<file path="src/sv/sbpf_pkg.sv">
`timescale 1ns / 1ps
// ----------------------------------------------------------------------------
// sbpf_pkg
// Shared types and codes of the sigma band price outlier filter.
// ----------------------------------------------------------------------------
package sbpf_pkg;

    // Fixed field widths
    localparam int CFG_W    = 12;
    localparam int IDX_W    = 12;
    localparam int REPORT_W = 24;
    localparam int STATUS_W = 2;
    localparam int OPND_W   = 64;
    localparam int BOUND_W  = 26;
    localparam logic [BOUND_W-1:0] BOUND_MAX = {BOUND_W{1'b1}};

    // Configuration register indexes
    localparam logic REG_TOLERANCE = 1'b0;
    localparam logic REG_END_SPAN  = 1'b1;

    // Reset values of the configuration registers
    localparam logic [CFG_W-1:0] TOLERANCE_RST = 12'd768;
    localparam logic [CFG_W-1:0] END_SPAN_RST  = 12'd100;

    // Request function codes
    localparam logic FUNC_LOAD  = 1'b0;
    localparam logic FUNC_QUERY = 1'b1;

    // Result kinds
    localparam logic KIND_REPORT  = 1'b0;
    localparam logic KIND_VERDICT = 1'b1;

    // Status codes
    localparam logic [STATUS_W-1:0] ST_OK         = 2'd0;
    localparam logic [STATUS_W-1:0] ST_NOT_LOADED = 2'd1;
    localparam logic [STATUS_W-1:0] ST_OVERFLOW   = 2'd2;
    localparam logic [STATUS_W-1:0] ST_NO_STATS   = 2'd3;

    // Shared divide / square root unit
    typedef enum logic {
        OP_DIV  = 1'b0,
        OP_SQRT = 1'b1
    } unit_op_t;

    typedef struct packed {
        logic     start;
        unit_op_t op;
    } unit_cmd_t;

    typedef struct packed {
        logic busy;
        logic done;
    } unit_stat_t;

endpackage

</file>
<file path="src/sv/sbpf_divsqrt.sv">
`timescale 1ns / 1ps
// ----------------------------------------------------------------------------
// sbpf_divsqrt
// Shared radix-2 unit: 64-bit restoring division by a narrow divisor, or
// 64-bit integer square root, one trial subtraction per cycle.
// ----------------------------------------------------------------------------
module sbpf_divsqrt #(
    parameter int DVW = 13
) (
    input  logic                         clk,
    input  logic                         rst_n,
    input  sbpf_pkg::unit_cmd_t          cmd,
    input  logic [sbpf_pkg::OPND_W-1:0]  opnd,
    input  logic [DVW-1:0]               divisor,
    output logic [sbpf_pkg::OPND_W-1:0]  result,
    output sbpf_pkg::unit_stat_t         stat
);
    import sbpf_pkg::*;

    localparam int RW = OPND_W + 2;
    localparam int HW = OPND_W / 2;

    logic              busy_reg, busy_next;
    logic              done_reg, done_next;
    unit_op_t          op_reg, op_next;
    logic [6:0]        cnt_reg, cnt_next;
    logic [RW-1:0]     rem_reg, rem_next;
    logic [OPND_W-1:0] quo_reg, quo_next;
    logic [HW-1:0]     root_reg, root_next;
    logic [DVW-1:0]    div_reg, div_next;

    logic [RW-1:0]     trial_a;
    logic [RW-1:0]     trial_b;
    logic [RW:0]       diff;
    logic              ge;

    // Trial subtraction shared by both operations
    always_comb
    begin
        if (op_reg == OP_SQRT)
        begin
            trial_a = {rem_reg[RW-3:0], quo_reg[OPND_W-1 -: 2]};
            trial_b = RW'({root_reg, 2'b01});
        end
        else
        begin
            trial_a = {rem_reg[RW-2:0], quo_reg[OPND_W-1]};
            trial_b = RW'(div_reg);
        end
        diff = {1'b0, trial_a} - {1'b0, trial_b};
        ge   = ~diff[RW];
    end

    // Sequence the iterations
    always_comb
    begin
        busy_next = busy_reg;
        done_next = 1'b0;
        op_next   = op_reg;
        cnt_next  = cnt_reg;
        rem_next  = rem_reg;
        quo_next  = quo_reg;
        root_next = root_reg;
        div_next  = div_reg;
        if (cmd.start)
        begin
            busy_next = 1'b1;
            op_next   = cmd.op;
            cnt_next  = (cmd.op == OP_SQRT) ? 7'(HW - 1) : 7'(OPND_W - 1);
            rem_next  = '0;
            quo_next  = opnd;
            root_next = '0;
            div_next  = divisor;
        end
        else if (busy_reg)
        begin
            rem_next = ge ? diff[RW-1:0] : trial_a;
            if (op_reg == OP_SQRT)
            begin
                quo_next  = {quo_reg[OPND_W-3:0], 2'b00};
                root_next = {root_reg[HW-2:0], ge};
            end
            else
            begin
                quo_next = {quo_reg[OPND_W-2:0], ge};
            end
            cnt_next = cnt_reg - 7'd1;
            if (cnt_reg == 7'd0)
            begin
                busy_next = 1'b0;
                done_next = 1'b1;
            end
        end
    end

    // Control state
    always_ff @(posedge clk or negedge rst_n)
    begin
        if (!rst_n)
        begin
            busy_reg <= 1'b0;
            done_reg <= 1'b0;
        end
        else
        begin
            busy_reg <= busy_next;
            done_reg <= done_next;
        end
    end

    // Datapath
    always_ff @(posedge clk)
    begin
        op_reg   <= op_next;
        cnt_reg  <= cnt_next;
        rem_reg  <= rem_next;
        quo_reg  <= quo_next;
        root_reg <= root_next;
        div_reg  <= div_next;
    end

    assign result    = (op_reg == OP_SQRT) ? OPND_W'(root_reg) : quo_reg;
    assign stat.busy = busy_reg;
    assign stat.done = done_reg;

endmodule

</file>
<file path="config.mk">
export PLATFORM = sky130hd
export DESIGN_NAME = sbpf_divsqrt
export DESIGN_NICKNAME = d
export VERILOG_FILES = /design/src/sv/sbpf_pkg.sv /design/src/sv/sbpf_divsqrt.sv
export SDC_FILE = /design/constraint.sdc
export NUM_CORES = 1
export LEC_CHECK = 0
export BUFFER_PORTS_ARGS = -buffer_cell sky130_fd_sc_hd__buf_2
export CAP_MARGIN = 20
export CORE_MARGIN = 4
export CORE_UTILIZATION = 30
export CTS_BUF_LIST = sky130_fd_sc_hd__clkbuf_4
export CTS_CLUSTER_SIZE = 16
export DETAILED_ROUTE_END_ITERATION = 8
export HOLD_SLACK_MARGIN = 0.15
export PLACE_DENSITY = 0.49
export SYNTH_ARGS = -nofsm -noshare
export SYNTH_HDL_FRONTEND = slang
export SYNTH_SLANG_ARGS = --single-unit
</file>
<file path="constraint.sdc">
create_clock -name clk -period 6.63 [get_ports clk]
set_clock_uncertainty 0.1 [all_clocks]
set_input_delay 0.663 -clock clk [delete_from_list [all_inputs] [get_ports clk]]
set_output_delay 0.663 -clock clk [all_outputs]
set_load 0.01 [all_outputs]
</file>
==> impl_metrics.py <==
metrics = {
    "run": {
        "drv_cap": 0,
    },
    "timing": {
        "slew_viol_final": 0,
        "fin_crit_ns": 5.06,
        "timing.fmax_ghz": 0.198,
        "worstMarginPinSlew_ns": 1.14,
        "finalCritPeriodShare_pct": 76.3,
        "setup_ws_ns": 1.57,
        "grt_setup_unrepaired": "no",
        "slew_headroom_pct": 23.8,
        "finalSetupTns_ns": 0,
        "finalSetupViolCount": 0,
        "hold_viol_final": 0,
    },
    "cts": {
        "root_buffer": "clkbuf_4",
        "postCtsSetupBuffers": 0,
        "clk_pin_slew_ns": 0.17,
        "clockBufferDepth": 2,
        "clock-sinks": 184,
        "clock_latency_ns": 0.66,
        "cts_tree": "yes",
        "numCtsBuffers": 17,
        "ctsHtreeMaxLevel": 4,
    },
    "final_layout": {
        "layout-drive-gt1-share_pct": 17.4,
        "seq_area_um2": 4550,
        "multi_input_area_um2": 6930,
        "nFillCells": 4206,
        "layout.cells.non_filler": 2102,
        "area_delta_synth_final_pct": 16.2,
        "largest_reg_flops": 65,
        "fin_util_pct": 35.2,
        "final_nets": 1681,
    },
    "global_routing": {
        "grt_pass1_vias": 10443,
        "grt_pass1_wl_um": 55800,
        "antenna_found_initial": 1,
        "grt_max_degree": 186,
        "grt_overflow_total": 0,
        "grt.total_usage_pct": 15.5,
    },
    "routing": {
        "num_vias": 10655,
        "dr.pass1.iters": 7,
        "drt_first_iter_violations": 675,
        "drc": 0,
        "drtAntennaViolNets": 0,
        "wl_per_cell_um": 16.4,
        "via_per_inst": 5.07,
        "wl_um": 34500,
    },
    "setup_path": {
        "path_buf_inv": 2,
        "cp.arrival_ns": 5.50,
        "crit_path_top_delay_cell": "nor3b_1",
        "worst-path-max-fanout": 111,
        "crit_family": "simple AND/OR/NAND/NOR gates",
        "path_class": "reg2reg",
        "r2r_end": "rem_reg[46]$_SDFFE_PP0P_",
        "ff2ff_path_depth": 12,
        "cp_cell_sequence": "buf_12 -> buf_4 -> nand2_1 -> ha_1 -> nand4_1 -> nor3_1 -> a21oi_1 -> a21oi_1 -> a211oi_4 -> nor3b_1 -> nand2_1 -> a221o_1",
        "critPathMaxStageDelay_ns": 0.94,
        "start_kind": "flop",
        "worst-path-stages": 12,
        "rrSetupSlack_ns": 1.57,
        "worstPathRequired_ns": 7.06,
        "end_kind": "flop",
        "startpoint": "op_reg$_DFFE_PP_",
        "reg2reg_from": "op_reg$_DFFE_PP_",
    },
    "run_status": {
        "status": "finished clean",
    },
    "placed_design": {
        "preCtsSetupSlack_ns": 1.78,
        "dp_cells": 2015,
        "gp_congestion": 0.846,
        "port_buffers": 146,
        "hpwl_um": 24600,
    },
    "synthesis": {
        "syn_inst": 1421,
        "synth_top_area_share_pct": 21.2,
        "netlist_area_um2": 12000,
        "ys_seq_elements": 184,
        "yosys.area.top_type": "edfxtp_1",
        "yosys_most_used_dff": "dfxtp_1",
        "postSynthAreaPerCell_um2": 8.47,
        "yosys-top-cells-count": "nand2_1 (260), a21oi_1 (140), o21ai_0 (125)",
        "syn_nets": 1539,
        "synth_most_common_cell": "nand2_1",
        "ys_types": 65,
        "ys_seq_area_share_pct": 37.7,
        "yosys_warnings": 0,
        "synthArstFlopShare_pct": 1.09,
        "synth_edf_count": 85,
        "synthTopCellsByArea": "edfxtp_1 (21%), dfxtp_1 (16%), nand2_1 (8.1%)",
    },
    "hold_path": {
        "holdPathStages": 3,
        "hold_path_class": "in2reg",
        "hold_start": "opnd[13]",
        "min_to": "quo_reg[13]$_DFFE_PP_",
    },
    "floorplanning": {
        "fp-row-count": 73,
        "core_region_area_um2": 39700,
        "initial_core_util_pct": 30.3,
        "io_pins": 147,
        "die_area_um2": 43400,
        "dieHeight_um": 208,
        "die_w_um": 208,
    },
    "pwr": {
        "ir_drop_mv": 0.149,
        "p_leak_nw": 5.65,
        "p_per_area_nw_per_um2": 391,
    },
}
[report_power, final]
part | leakage (nW) | internal [mW] | switching, mW
sequential | 1.73 | 1.42 | 0.205
combinational | 3.77 | 1.33 | 1.85
clock | 0.152 | 0.204 | 0.467
total | 5.65 | 2.95 | 2.52
[tightest hold or removal path: cells and delay by family]
family | cells | cell delay (ns)
compound gates | 1 | 0.05
buf+inv | 1 | 0.07
simple gates | 1 | 0.04
[cell families (layout without fill, tap and decap cells)]
kind of cell / count (synthesis) / after routing / share of synthesized area, %
compound gates: 392 / 392 / 20.5
xor+xnor: 58 / 58 / 4.22
fa+ha+maj: 37 / 37 / 3.91
buf+inv: 128 / 283 / 4.80
flops: 184 / 184 / 37.7
mux: 100 / 100 / 8.75
other cells: 0 / 1 / 0
simple gates: 522 / 522 / 20.1
[timing repair]
action                                 4_1_cts  5_1_grt
endpoints found under the hold margin       54        1
hold buffers                                53        1
resized for setup                            0        0
[metal layers]
| metal | GRT usage (%) | share of wire [%] |
|---|---|---|
| met1 | 21.9 | 49 |
| met2 | 24.6 | 45 |
| met3 | 3.06 | 4.5 |
| met4 | 3.87 | 1.5 |
| met5 | 0 | 0 |
[stage by stage]
step | hold WS, ns | cell area, um^2 | power [mW]
2_1_floorplan | 0.267 | 12000 | 4.02
3_3_place_gp | 0.340 | 13100 | 4.77
3_5_place_dp | 0.345 | 13200 | 4.77
4_1_cts | 0.150 | 14000 | 5.49
5_1_grt | 0.152 | 14000 | 5.95
6_report | 0.207 | 14000 | 5.47
[worst max-delay path by stage]
stage                                     to  slack [ns]
floorplan           rem_reg[57]$_SDFFE_PP0P_        1.42
global placement    rem_reg[57]$_SDFFE_PP0P_        1.54
detailed placement  rem_reg[36]$_SDFFE_PP0P_        1.78
CTS                 rem_reg[46]$_SDFFE_PP0P_        1.74
global route         rem_reg[3]$_SDFFE_PP0P_        1.34
finish              rem_reg[46]$_SDFFE_PP0P_        1.57
[layout by cell type (no fill, tap or decap), types with 8 or more instances in the layout]
master	instances
o21ai_0	125
nor4_1	9
nand4_1	15
a211oi_2	11
inv_1	36
a21oi_1	140
nand3_1	15
ha_1	36
mux2_2	42
o21a_1	10
nor2_1	83
a211oi_1	9
xnor2_1	29
nor3_1	24
dlygate4sd3_1	54
o21ai_1	8
xor2_1	29
buf_2	146
nand2b_1	18
buf_4	10
mux2i_1	58
a311oi_2	14
clkbuf_4	17
nand2_1	260
edfxtp_1	85
o21bai_1	8
dfxtp_1	97
nor2b_1	50
a21o_1	15
[final cells by class]
| class | count | area share (%) |
|---|---|---|
| Multi-Input combinational cell | 1109 | 49.5 |
| Sequential cell | 184 | 32.5 |
| Timing Repair Buffer | 214 | 10.2 |
| Tap cell | 525 | 4.69 |
| Clock inverter | 15 | 1.16 |
| Inverter | 37 | 1.00 |
| Clock buffer | 17 | 0.912 |
| Antenna cell | 1 | 0.0179 |
(Power assumes the default switching activity.)
